**src/rtl/core/fcull_pkg.sv**
```systemverilog
// Shared constants and types for the frustum box cull block.
`timescale 1ns / 1ps

package fcull_pkg;

	// Defaults for the top-level parameters.
	localparam int PLANE_COUNT_DEF = 6;
	localparam int COORD_BITS_DEF  = 16;

	// Number of plane registers on the configuration port.
	localparam int PLANE_REGS = 6;

	// Plane register layout: four signed 16-bit fields.
	localparam int PLANE_W      = 64;
	localparam int PFIELD_W     = 16;
	localparam int NX_LSB       = 48;
	localparam int NY_LSB       = 32;
	localparam int NZ_LSB       = 16;
	localparam int OFS_LSB      = 0;
	localparam int OFFSET_SHIFT = 14;

	// Configuration port geometry: 64-bit registers at byte address 8*i.
	localparam int APB_DATA_W = 64;
	localparam int APB_ADDR_W = 6;
	localparam int REG_IDX_W  = 3;
	localparam int REG_IDX_LSB = 3;

	// Register indexes.
	typedef enum logic [REG_IDX_W-1:0] {
		REG_PLANE_ONE   = 3'd0,
		REG_PLANE_TWO   = 3'd1,
		REG_PLANE_THREE = 3'd2,
		REG_PLANE_FOUR  = 3'd3,
		REG_PLANE_FIVE  = 3'd4,
		REG_PLANE_SIX   = 3'd5
	} reg_idx_t;

	// Load enables for the three lane pipeline stages.
	typedef struct packed {
		logic load_s1;
		logic load_s2;
		logic load_s3;
	} pipe_ctl_t;

endpackage

```
**src/rtl/core/fcull_regs.sv**
```systemverilog
// Plane registers behind the configuration port.
`timescale 1ns / 1ps

module fcull_regs (
	input  logic                                  clk,
	input  logic                                  arst_n,
	input  logic                                  psel,
	input  logic                                  penable,
	input  logic                                  pwrite,
	input  logic [fcull_pkg::APB_ADDR_W-1:0]      paddr,
	input  logic [fcull_pkg::APB_DATA_W-1:0]      pwdata,
	output logic [fcull_pkg::APB_DATA_W-1:0]      prdata,
	output logic                                  pready,
	output logic [fcull_pkg::PLANE_W-1:0]         plane_q [fcull_pkg::PLANE_REGS]
);

	logic [fcull_pkg::REG_IDX_W-1:0] idx;
	logic                            idx_ok;
	logic                            wr_en;

	assign pready = 1'b1;
	assign idx    = paddr[fcull_pkg::REG_IDX_LSB +: fcull_pkg::REG_IDX_W];
	assign idx_ok = (idx <= fcull_pkg::REG_PLANE_SIX);
	assign wr_en  = psel && penable && pwrite;

	// Write the addressed plane; writes beyond the last register are dropped.
	always_ff @(posedge clk or negedge arst_n) begin
		if (!arst_n) begin
			for (int i = 0; i < fcull_pkg::PLANE_REGS; i++) begin
				plane_q[i] <= '0;
			end
		end else if (wr_en && idx_ok) begin
			plane_q[idx] <= pwdata;
		end
	end

	// Read back the addressed plane, zero outside the register map.
	always_comb begin
		if (idx_ok) begin
			prdata = plane_q[idx];
		end else begin
			prdata = '0;
		end
	end

endmodule

```
**config.mk**
```make
export PLATFORM = sky130hd
export DESIGN_NAME = fcull_regs
export DESIGN_NICKNAME = d
export VERILOG_FILES = /design/src/rtl/core/fcull_pkg.sv /design/src/rtl/core/fcull_regs.sv
export SDC_FILE = /design/constraint.sdc
export NUM_CORES = 1
export LEC_CHECK = 0
export BUFFER_PORTS_ARGS = -buffer_cell sky130_fd_sc_hd__buf_2
export CORE_MARGIN = 10
export CORE_UTILIZATION = 50
export DETAILED_ROUTE_END_ITERATION = 10
export PLACE_DENSITY = 0.81
export SYNTH_ARGS = -nofsm -noshare
export SYNTH_HDL_FRONTEND = slang
export SYNTH_SLANG_ARGS = --single-unit
```
**constraint.sdc**
```tcl
create_clock -name clk -period 1.7 [get_ports clk]
set_input_delay 0.17 -clock clk [delete_from_list [all_inputs] [get_ports clk]]
set_output_delay 0.17 -clock clk [all_outputs]
set_load 0.05 [all_outputs]
```
# After elaboration in Yosys (flattened, before gate mapping)
# Index checks and enable logic that the tools add are counted.
classes:
  n_mul: 0
  n_reduce_logical: 4
  shift: 0
  n_mux: 7
  order_cmp: 3
  n_div: 0
  add_sub_neg: 0
  n_eq_ne: 0
  n_bitwise: 1
ops:
  columns: ["op", "count"]
  rows:
  - ["bitwise mux 384 bit", 1]
  - ["2-to-1 mux 64 bit", 4]
  - ["binary-select mux 64 bit (select 3 bit)", 1]
  - ["demux 64 bit (select 3 bit)", 1]
  - ["greater-or-equal comparator 4 bit, second input constant", 1]
  - ["logical AND 1 bit", 4]
  - ["< comparator 4 x 1 -> 1 bit, second input constant", 1]
  - ["inverter 3 -> 4 bit", 1]
  - ["<= comparator 3 bit, second input constant", 1]
totals:
  wordCells: 21
  inputBits: 75
  mem_bits_ro: 0
  ram_bits: 0
  reg_bits: 384
  out_inout_bits: 449
  latch_bits: 0
  memories: 0

# Logic depth before layout (Yosys ltp)
logic_depth:
  depth_word: 6
  ltp_mapped: 6
  depth_no_buf: 3

# Least setup slack after synthesis
# No wires, ideal clock.
synth_timing:
  kind: "input -> output"
  from: "input port paddr[3] in the netlist's numbering"
  to: "output port prdata[10] in the netlist's numbering"
  n_path_buf: 3
  path_stages: 5
  t_arrival_ns: 2.142
  required_ns: 1.530
  path_slack_ns: -0.612
  cell_sequence: "buf_2 > buf_1 > buf_2 > mux2i_1 > o21ai_0"
synth_via:
  elab_chain_len: 5
  word_cells_on_any_way: 6
  cone_classes: "order compare: 1; mux: 4; bitwise: 1"
synth_rtl:
  columns: ["item", "line_no", "rtl"]
  rows:
  - ["start: declaration", "fcull_regs.sv:10", "input logic [fcull_pkg::APB_ADDR_W-1:0] paddr,"]
  - ["inverter 3 -> 4 bit (not written as such)", "fcull_regs.sv:40", "prdata = plane_q[idx];"]
  - ["binary-select mux 64 bit (select 3 bit)", "fcull_regs.sv:40", null]
  - ["2-to-1 mux 64 bit (not written as such) (2 in a row)", "fcull_regs.sv:40", null]
  - ["2-to-1 mux 64 bit (*)", "fcull_regs.sv:39", "if (idx_ok) begin"]
  - ["end: declaration", "fcull_regs.sv:12", "output logic [fcull_pkg::APB_DATA_W-1:0] prdata,"]
# Mark *: on every way between the ends. The rest lies on a longest branch, timed or not. The select of a mux whose other input is x is not followed.

# Worst setup path after layout
layout_timing:
  from: "register plane_q[226] in the netlist's numbering"
  to: "output port prdata[34] in the netlist's numbering"
layout_via:
  elab_chain_len: 4
layout_rtl:
  columns: ["item", "line_no", "rtl"]
  rows:
  - ["start: declaration", "fcull_regs.sv:14", "output logic [fcull_pkg::PLANE_W-1:0] plane_q [fcull_pkg::PLANE_REGS]"]
  - ["start signal: indexed assignment", "fcull_regs.sv:33", "plane_q[idx] <= pwdata;"]
  - ["binary-select mux 64 bit (select 3 bit)", "fcull_regs.sv:40", null]
  - ["2-to-1 mux 64 bit (not written as such) (2 in a row)", "fcull_regs.sv:40", null]
  - ["2-to-1 mux 64 bit", "fcull_regs.sv:39", null]
# No other way between the ends. The select of a mux whose other input is x is not followed.

==> run summary <==
Fin nets -> 2096
Final setup slack of the worst path -> -143.5 ps
Largest net degree at the start of global routing -> 70
RSZ-0062 raised after global routing -> yes
Vias in the first global route -> 15530
P per Cell Area -> 1465 nW/µm²
Share of layout cells above drive strength 1 -> 62.83%
Initial Util -> 50.37%
Initial antenna violation count -> 5
Maximum vdd ir drop -> 1552 µV
Core Rows -> 69
Yosys reg bits -> 384
Crit-path cells -> o21bai_1 > a22oi_1 > o311a_2 > buf_8
First-pass GRT wire length -> 98240 µm
Maxcap violations -> 0
Max_slew headroom -> 63.47%
Worst min-delay path class -> primary input to async pin
Synth Area in Adders -> 0%
Post-Syn Instances -> 1231
Top flop regs -> plane_q (384)
Top reg by flops -> plane_q
Final Max Slew Viols -> 0
Post-DP HPWL -> 43120 µm
WL per Instance -> 27.21 µm
Worst Path Required -> 1530 ps
Part of the cycle the worst path needs -> 108.4%
Endpoints failing setup -> 35
Number of flip-flops in the largest register -> 384
Final Non-Filler Cells -> 2516
Routed via count -> 14830
Top delay family on crit path -> compound AO/OA/AOI/OAI gates
Post-synth top area share -> 54.02%
Post-synth top flop -> dfrtp_1
Post-synth EDFFs -> 0
Final Wtd Congestion -> 0.9285
Worst hold slack -> 144.2 ps
Main combinational cell family by area after synthesis -> multiplexers
Commonest non-fill, non-tap cell in the layout -> buf_2
Clock sinks -> 384
Failing checks -> negative setup slack
Drt first-iter violations -> 924
Syn Nets -> 1306
GR Util All Layers -> 28.80%
CP max stage delay -> 390 ps
Max Freq -> 542.5 MHz
CTS tree -> yes
Num CTS Buffers -> 42
Clk_lat worst skew -> 560 ps
CTS root buf -> clkbuf_16
Commonest non-fill, non-tap cells in the layout -> 452 x buf_2, 384 x dfrtp_1, 315 x mux2_2
Largest buffer count on any clock path -> 3
Synth warn -> 0
Vias/cell -> 5.893
Status -> complete, but fails checks
Final min period -> 1843 ps
Post-synthesis mux area share -> 34.47%
CP max-delay cell -> dfrtp_1
Layout area overhead -> 43.93%
Final Power -> 37.50 mW
ANT nets after route -> 0
DIE AREA -> 43520 µm²
Die X-Extent -> 208.6 µm
Port Buffers -> 519
Setup TNS -> -1887 ps
Worst path arrival time -> 1670 ps
Dominant cell type by area after synthesis -> dfrtp_1
Critical Path Source Type -> register
Synth Area in Simple Gates -> 1.428%
Layout Utilization -> 72.50%
Worst slew pin tran -> 547.9 ps
Worst path bufs/invs -> 1
Htree depth -> 2
DRC Markers -> 0
Setup Crit Path Kind -> register to output pin
Mapped Avg Cell Area -> 14.45 µm²
Leak -> 13.28 nW
Total core area -> 35310 µm²
Skew final -> 0 ps
Hold Vio Cnt, Final -> 0
Cells after DPL -> 2202
Xor/xnor share of the synthesized area -> 0%
Grt ovf -> 0
I/O pins -> 524
Synth Cell Area -> 17790 µm²
Ys async rst share -> 100.0%
Critical Path End Type -> output pin
WL final -> 68450 µm
Die height -> 208.6 µm
Synth Area in Compound Gates -> 7.105%
Drt pass-1 iters -> 5
Critical path peak fanout -> 2
Post-synthesis sequential area ratio -> 54.02%
Clock slew at reported path FFs -> 60 ps
Post-synth cell types -> 28
Top cells by area, synth -> dfrtp_1 54%, mux2_2 20%, mux2i_1 8.9%
## kinds of logic after synthesis
group / after synthesis
mux: 542
flops: 384
compound gates: 162
buf+inv: 93
simple gates: 49
other cells: 1
## stage by stage
stage	setup slack, ps	instance area (µm²)
after floorplan	16.27	17940
after global placement	-56.06	21710
after detailed placement	-100.1	21710
after CTS	-138.8	24980
after global routing	-175.5	25600
final	-143.5	25600
## where the power goes
part,switching (mW),total [mW],internal [mW]
clock network,3.71,8.88,5.17
logic,11.0,16.2,5.15
registers,1.51,12.4,10.9
## cell usage after synthesis (2+ instances only)
| cell type | count |
|---|---|
| clkbuf_1 | 30 |
| o22a_1 | 30 |
| buf_1 | 6 |
| buf_2 | 48 |
| o21bai_1 | 34 |
| nand2b_1 | 2 |
| nand2_1 | 37 |
| mux2_4 | 60 |
| o311a_1 | 34 |
| a22oi_1 | 34 |
| mux2_2 | 315 |
| nor2_2 | 2 |
| mux2i_1 | 158 |
| buf_6 | 2 |
| buf_12 | 6 |
| dfrtp_1 | 384 |
| o21ai_0 | 30 |
| mux2_1 | 9 |
## final timing paths
path	cells after the start	slack (ps)	startpoint	end
max	4	-140	plane_q[226]	prdata[34]
min	2	140	arst_n	plane_q[244]
max reg2reg	3	610	plane_q[164]	plane_q[164]
min reg2reg	1	530	plane_q[277]	plane_q[277]
max in group asynchronous	4	690	arst_n	plane_q[282]
min in group clk	5	320	pwrite	plane_q[298]
## area by class of cell
class | count | area (µm²)
multi-input cells | 754 | 7911
diodes | 5 | 12.51
well taps | 461 | 576.8
fillers | 2050 | 9709
clock inverters | 8 | 75.07
clock buffers | 65 | 1241
repair buffers | 839 | 6175
flip-flops and latches | 384 | 9609
## what timing repair did
item | CTS | global route
resized for setup | 142 | 28
buffers inserted | 111 | 58
gates cloned | 0 | 2
pin swaps | 65 | 49
setup endpoints to repair | 64 | 64
hold buffers | 65 | 0
endpoints found under the hold margin | 588 | 0
## per-layer routing
metal | GRT usage (%) | vias up | wire [µm]
met5 | 0 | - | 0
met4 | 14.14 | 0 | 2932
met3 | 8.336 | 186 | 6445
met2 | 48.31 | 891 | 33930
met1 | 33.24 | 7589 | 25140
li1 | - | 6160 | -
Note: power is estimated with default switching activity, not from simulation.
