File: config.mk
export PLATFORM = sky130hd
export DESIGN_NAME = fcull_lane
export DESIGN_NICKNAME = d
export VERILOG_FILES = /design/src/rtl/core/fcull_pkg.sv /design/src/rtl/core/fcull_lane.sv
export SDC_FILE = /design/constraint.sdc
export NUM_CORES = 2
export LEC_CHECK = 0
export BUFFER_PORTS_ARGS = -buffer_cell sky130_fd_sc_hd__buf_2
export CELL_PAD_IN_SITES_DETAIL_PLACEMENT = 1
export CELL_PAD_IN_SITES_GLOBAL_PLACEMENT = 2
export CORE_AREA = 2 2 435 221
export CTS_BUF_LIST = sky130_fd_sc_hd__clkbuf_4
export DETAILED_ROUTE_END_ITERATION = 16
export DIE_AREA = 0 0 437 223
export GPL_TIMING_DRIVEN = 0
export PLACE_DENSITY = 0.89
export SLEW_MARGIN = 20
export SYNTH_ARGS = -nofsm -noshare
export SYNTH_HDL_FRONTEND = slang
export SYNTH_SLANG_ARGS = --single-unit
File: constraint.sdc
create_clock -name clk -period 6.5 [get_ports clk]
set_clock_uncertainty 0.2 [all_clocks]
set_input_delay 0.65 -clock clk [delete_from_list [all_inputs] [get_ports clk]]
set_output_delay 0.65 -clock clk [all_outputs]
set_load 0.01 [all_outputs]
File: src/rtl/core/fcull_pkg.sv
// Shared constants and types for the frustum box cull block.
`timescale 1ns / 1ps

package fcull_pkg;

	// Defaults for the top-level parameters.
	localparam int PLANE_COUNT_DEF = 6;
	localparam int COORD_BITS_DEF  = 16;

	// Number of plane registers on the configuration port.
	localparam int PLANE_REGS = 6;

	// Plane register layout: four signed 16-bit fields.
	localparam int PLANE_W      = 64;
	localparam int PFIELD_W     = 16;
	localparam int NX_LSB       = 48;
	localparam int NY_LSB       = 32;
	localparam int NZ_LSB       = 16;
	localparam int OFS_LSB      = 0;
	localparam int OFFSET_SHIFT = 14;

	// Configuration port geometry: 64-bit registers at byte address 8*i.
	localparam int APB_DATA_W = 64;
	localparam int APB_ADDR_W = 6;
	localparam int REG_IDX_W  = 3;
	localparam int REG_IDX_LSB = 3;

	// Register indexes.
	typedef enum logic [REG_IDX_W-1:0] {
		REG_PLANE_ONE   = 3'd0,
		REG_PLANE_TWO   = 3'd1,
		REG_PLANE_THREE = 3'd2,
		REG_PLANE_FOUR  = 3'd3,
		REG_PLANE_FIVE  = 3'd4,
		REG_PLANE_SIX   = 3'd5
	} reg_idx_t;

	// Load enables for the three lane pipeline stages.
	typedef struct packed {
		logic load_s1;
		logic load_s2;
		logic load_s3;
	} pipe_ctl_t;

endpackage

File: src/rtl/core/fcull_lane.sv
// One plane lane: positive vertex select, products, and distance sign.
`timescale 1ns / 1ps

module fcull_lane #(
	parameter int COORD_BITS = fcull_pkg::COORD_BITS_DEF
) (
	input  logic                                clk,
	input  fcull_pkg::pipe_ctl_t                ctl,
	input  logic [fcull_pkg::PLANE_W-1:0]       plane,
	input  logic signed [COORD_BITS-1:0]        min_x,
	input  logic signed [COORD_BITS-1:0]        min_y,
	input  logic signed [COORD_BITS-1:0]        min_z,
	input  logic signed [COORD_BITS-1:0]        max_x,
	input  logic signed [COORD_BITS-1:0]        max_y,
	input  logic signed [COORD_BITS-1:0]        max_z,
	output logic                                neg_s3
);

	localparam int PROD_W = fcull_pkg::PFIELD_W + COORD_BITS;
	localparam int OFS_W  = fcull_pkg::PFIELD_W + fcull_pkg::OFFSET_SHIFT;
	localparam int SUM_W  = ((PROD_W > OFS_W) ? PROD_W : OFS_W) + 2;

	logic signed [fcull_pkg::PFIELD_W-1:0] nx, ny, nz, ofs;
	logic signed [COORD_BITS-1:0]          vx_s1, vy_s1, vz_s1;
	logic signed [PROD_W-1:0]              px_s2, py_s2, pz_s2;
	logic signed [SUM_W-1:0]               ofs_term;
	logic signed [SUM_W-1:0]               dist_sum;

	assign nx  = plane[fcull_pkg::NX_LSB +: fcull_pkg::PFIELD_W];
	assign ny  = plane[fcull_pkg::NY_LSB +: fcull_pkg::PFIELD_W];
	assign nz  = plane[fcull_pkg::NZ_LSB +: fcull_pkg::PFIELD_W];
	assign ofs = plane[fcull_pkg::OFS_LSB +: fcull_pkg::PFIELD_W];

	// Stage 1: per axis, min where the normal is negative, else max.
	always_ff @(posedge clk) begin
		if (ctl.load_s1) begin
			vx_s1 <= nx[fcull_pkg::PFIELD_W-1] ? min_x : max_x;
			vy_s1 <= ny[fcull_pkg::PFIELD_W-1] ? min_y : max_y;
			vz_s1 <= nz[fcull_pkg::PFIELD_W-1] ? min_z : max_z;
		end
	end

	// Stage 2: one product per axis.
	always_ff @(posedge clk) begin
		if (ctl.load_s2) begin
			px_s2 <= PROD_W'(nx) * PROD_W'(vx_s1);
			py_s2 <= PROD_W'(ny) * PROD_W'(vy_s1);
			pz_s2 <= PROD_W'(nz) * PROD_W'(vz_s1);
		end
	end

	// Stage 3: distance sign; user to hold planes still with items in flight, unchecked.
	assign ofs_term = SUM_W'(ofs) <<< fcull_pkg::OFFSET_SHIFT;
	assign dist_sum = SUM_W'(px_s2) + SUM_W'(py_s2) + SUM_W'(pz_s2) + ofs_term;

	always_ff @(posedge clk) begin
		if (ctl.load_s3) begin
			neg_s3 <= dist_sum[SUM_W-1];
		end
	end

endmodule

* Word level (Yosys, flattened, before mapping)
Index checks and enable logic that the tools add are counted.
** Cells by class
- Mux-type cells :: 3
- Add/sub/neg operators :: 3
- Multiply operators :: 3
** Operator list (number)
- $mul A16 B16 Y32 :: 3
- $mux W16 :: 3
- $add A33 B32 Y34 :: 1
- $add A34 B30 Y34 :: 1
- $add A32 B32 Y33 :: 1
** Storage, ports and cells
- Register bits :: 145
- Bits of input ports :: 164
- Word-level logic and storage cells :: 16
- Output and inout port bits :: 1

* Depth between registers and ports, before layout
- Depth after elaboration :: 3
- Mapped depth :: 23

* Least setup slack after synthesis
Ideal clock, no wire load.
- Path type :: input-to-reg
- Start :: input port plane[47] (netlist bit)
- End :: register py_s2[31], data pin
- Slack :: -0.427 ns
- Stages :: 22
- Arrival :: 6.570 ns
- Path buffers :: 3
- Data required time :: 6.143 ns
- Path through :: clkbuf_1 clkbuf_1 nand2_1 inv_1 fa_1 fa_1 fa_1 fa_1 fa_1 inv_1 fa_1 inv_1 ha_1 buf_2 a21oi_2 o221ai_1 a21o_1 a21o_1 a222oi_1 a21oi_1 and4_1 nor3_1
** On the way
- Word-level cells in the longest chain between the ends :: 1
** Ends and longest elaborated chain
- start: declaration :: RTL line fcull_lane.sv:9 : input logic [fcull_pkg::PLANE_W-1:0] plane,
- $mul A16 B16 Y32 :: RTL line fcull_lane.sv:47 : py_s2 <= PROD_W'(ny) * PROD_W'(vy_s1);
- end signal: assignment :: RTL line fcull_lane.sv:47
- end: declaration :: RTL line fcull_lane.sv:25 : logic signed [PROD_W-1:0] px_s2, py_s2, pz_s2;
Every way passes these cells.
A chain may end at the register's enable or synchronous reset.

* Final worst setup path
- Start :: register vx_s1[1]
- End :: register px_s2[31], data pin
** On the way
- Word-level cells in the longest chain between the ends :: 1
** Ends and longest elaborated chain
- start: declaration :: RTL line fcull_lane.sv:24 : logic signed [COORD_BITS-1:0] vx_s1, vy_s1, vz_s1;
- start signal: assignment :: RTL line fcull_lane.sv:37 : vx_s1 <= nx[fcull_pkg::PFIELD_W-1] ? min_x : max_x;
- $mul A16 B16 Y32 :: RTL line fcull_lane.sv:46 : px_s2 <= PROD_W'(nx) * PROD_W'(vx_s1);
- end signal: assignment :: RTL line fcull_lane.sv:46
- end: declaration :: RTL line fcull_lane.sv:25
Every way passes these cells.

==> impl_metrics.tcl <==
set metrics [dict create \
    max_freq_mhz 145 \
    hold-path-cell-count 3 \
    fill_cells 10500 \
    clkSlewWorstSetupHoldPaths_ns 0.19 \
    via_count_of_the_first_global_routing_pass 30200 \
    worst_ep_arrival_time_ns 7.31 \
    grt-ovfl-total 0 \
    placement.io_buffers 162 \
    setup.reg_to_reg.worst_slack_ns -0.39 \
    final_period_minus_worst_setup_slack_ns 6.89 \
    slew_headroom_pct 37.1 \
    worst_hold_slack_ns 0.144 \
    postSynthCellCount 3598 \
    floorplan.die.height_um 223 \
    mostFrequentLayoutCell "sky130_fd_sc_hd__inv_1" \
    regToRegEndpoint "px_s2[31]" \
    worst_hold_startpoint "plane[33]" \
    synth_async_sr_flop_share_pct 0 \
    regArea_mm2 0.00435 \
    synth_sequential_area_ratio_pct 12.0 \
    setup_viol_count_final 16 \
    fp.dieW_um 437 \
    mappedNetlistNets 4887 \
    syn_avg_cell_area_um2 10.1 \
    h_tree_depth_reported_by_cts 4 \
    finalMaxSlewViolations 0 \
    gp_congestion 1.01 \
    die_area_mm2 0.0975 \
    insertion_delay_ns 0.88 \
    initial_antenna_violation_count 14 \
    cts.sink_count 145 \
    ant_nets 0 \
    drcViolationCount 0 \
    violations "setup timing" \
    tritoncts "done" \
    num_io_pins 165 \
    total_number_of_vias 27600 \
    run_status "finished, violations left" \
    clockBufferDepth 2 \
    cts_made_buffers 17 \
    syn_area_mm2 0.0364 \
    worst_ep_required_time_ns 6.92 \
    max_slew.worst_pin.slew_ns 0.943 \
    worst_hold_path_type "input pin to flop" \
    cts-root-buf "sky130_fd_sc_hd__clkbuf_4" \
    synth_flop_cell "sky130_fd_sc_hd__edfxtp_1" \
    ys_ff_latch 145 \
    finalWorstSetupSlack_ns -0.394 \
    finish.instance_area_mm2 0.0431 \
    path_max_fanout 5 \
    worstReg2RegStart "vx_s1[1]" \
    grt_first_pass_wirelength_um 189000 \
    ys.warnings.count 0 \
    rsz_0062_raised_after_global_routing "true" \
    worstSetupPathType "flop to flop" \
    via_per_inst 5.16 \
    first_pass_iters 5 \
    layout-drive-gt1-share_pct 17.5 \
    fin_nets 5336 \
    finalHoldViolations 0 \
    timing.setup.tns_ns -2.17 \
    floorplan.initialDensity_pct 38.7 \
    design.core.area_mm2 0.0941 \
    most_frequent_cells_in_the_layout "sky130_fd_sc_hd__inv_1, sky130_fd_sc_hd__fa_1, sky130_fd_sc_hd__and2_1" \
    gr-usage-all-layers_pct 26.3 \
    dp_hpwl_um 102000 \
    reg2reg_path_depth 18 \
    ys_types 71 \
    start_kind "flop" \
    dp_slack_ns -1.61 \
    postPlaceCellArea_mm2 0.0389 \
    grt_start_max_net_pins 60 \
    number_of_flops_mapped_to_enable_cells_by_yosys 145 \
    wirelength_um 125000 \
    rows 80 \
    worstSetupEndpointType "flop" \
    synthToLayoutAreaGrowth_pct 18.5 \
    multi_input_comb_area_mm2 0.0295 \
    maxcap_violations 0 \
    route.detailed.wl_per_inst_um 23.5 \
    worst_hold_path.endpoint "py_s2[1]" \
    drt_first_iter_violations 2498 \
    fin_crit_sh_pct 106 \
]
[repair_timing]
action,4_1_cts,5_1_grt
hold buffers,99,0
gates resized for setup,249,207
endpoints found under the setup margin,49,35
setup buffers,106,63
pin swaps,91,112
cloned,3,0
hold endpoints to repair,102,0
[metrics by stage]
stage               utilization [%]  cells
finish                         45.8   5346
detailed placement             41.3   5033
floorplan                         -   3598
CTS                            44.6   5272
global placement               41.3   5031
global route                   45.8   5339
[cells by family (layout without fill, tap and decap cells)]
logic type | after synthesis | after routing | synth area share, %
adders and majority gates | 1125 | 1125 | 56.0
buffers and inverters | 983 | 1445 | 10.2
and+or+nand+nor | 943 | 943 | 13.0
AOI/OAI and AO/OA | 251 | 251 | 4.87
DFF | 145 | 145 | 12.0
xor gates and xnor gates | 100 | 100 | 2.41
muxes | 51 | 51 | 1.58
other | 0 | 15 | 0
[per-layer routing]
metal  wire length [um]  track usage [%]  part of all wire (%)  up-vias
met5                153             1.12                  0.12        -
li1                   -                -                     -    11700
met3              18500             12.1                    15       90
met2              48200             33.7                    38     1292
met4               1260             3.66                   1.0        2
met1              57300             40.2                    46    14500
[state kept, by name, summed over array words and instances, names as in the netlist]
register / flops
px_s2: 32
vz_s1: 16
vx_s1: 16
neg_s3: 1
pz_s2: 32
vy_s1: 16
py_s2: 32
[worst max-delay path, cell delays in order, from the launching register on]
cell and delay (ns):
sky130_fd_sc_hd__edfxtp_1 0.61, sky130_fd_sc_hd__buf_8 0.21, sky130_fd_sc_hd__nand2_2 0.07, sky130_fd_sc_hd__fa_1 0.55, sky130_fd_sc_hd__fa_1 0.46, sky130_fd_sc_hd__fa_1 0.61
sky130_fd_sc_hd__inv_2 0.06, sky130_fd_sc_hd__fa_2 0.61, sky130_fd_sc_hd__fa_1 0.45, sky130_fd_sc_hd__fa_2 0.65, sky130_fd_sc_hd__ha_4 0.25, sky130_fd_sc_hd__a21o_1 0.22
sky130_fd_sc_hd__a221oi_4 0.36, sky130_fd_sc_hd__o2bb2ai_4 0.12, sky130_fd_sc_hd__o21a_4 0.26, sky130_fd_sc_hd__o31ai_4 0.39, sky130_fd_sc_hd__o2111ai_2 0.21, sky130_fd_sc_hd__a21oi_2 0.21
sky130_fd_sc_hd__xnor2_2 0.10
[cell type report]
type	instances	share of cell area (%)
Antenna cell	15	0.0871
Buffer	109	1.79
Timing Repair Buffer	433	7.62
Tap cell	1271	3.69
Multi-Input combinational cell	2470	68.4
Sequential cell	145	10.1
Clock buffer	17	0.296
Inverter	871	7.59
Clock inverter	15	0.435
[how the worst max path moves through the flow]
stage / start / endpoint / slack (ns) / cells after the start
2_1_floorplan: plane[31] / pz_s2[25] / 0.003 / 23
6_report: vx_s1[1] / px_s2[31] / -0.39 / 18
5_1_grt: vx_s1[5] / px_s2[31] / -0.49 / 21
3_3_place_gp: plane[63] / px_s2[30] / -1.51 / 21
4_1_cts: vx_s1[2] / px_s2[31] / -0.24 / 21
3_5_place_dp: plane[63] / px_s2[30] / -1.61 / 21
[cells in the mapped netlist, drive strengths merged (9+ instances only)]
cell / number / area share (%)
a211oi: 11 / 0.27
a21o: 53 / 1.1
a21oi: 68 / 0.96
and2: 380 / 6.5
buf: 12 / 0.15
clkbuf: 100 / 1.0
edfxtp: 145 / 12
fa: 836 / 46
ha: 289 / 9.9
inv: 871 / 9.0
mux2: 50 / 1.5
nand2: 372 / 3.8
nand2b: 16 / 0.28
nand3: 14 / 0.19
nand4: 15 / 0.26
nor2: 89 / 0.92
nor2b: 9 / 0.15
nor3: 16 / 0.22
o21a: 10 / 0.21
o21ai: 34 / 0.48
o21bai: 15 / 0.31
xnor2: 81 / 2.0
xor2: 19 / 0.46
Power is left out: the tool's default activity adds up to more than one toggle a clock period on the data nets, which glitch-free logic cannot reach.
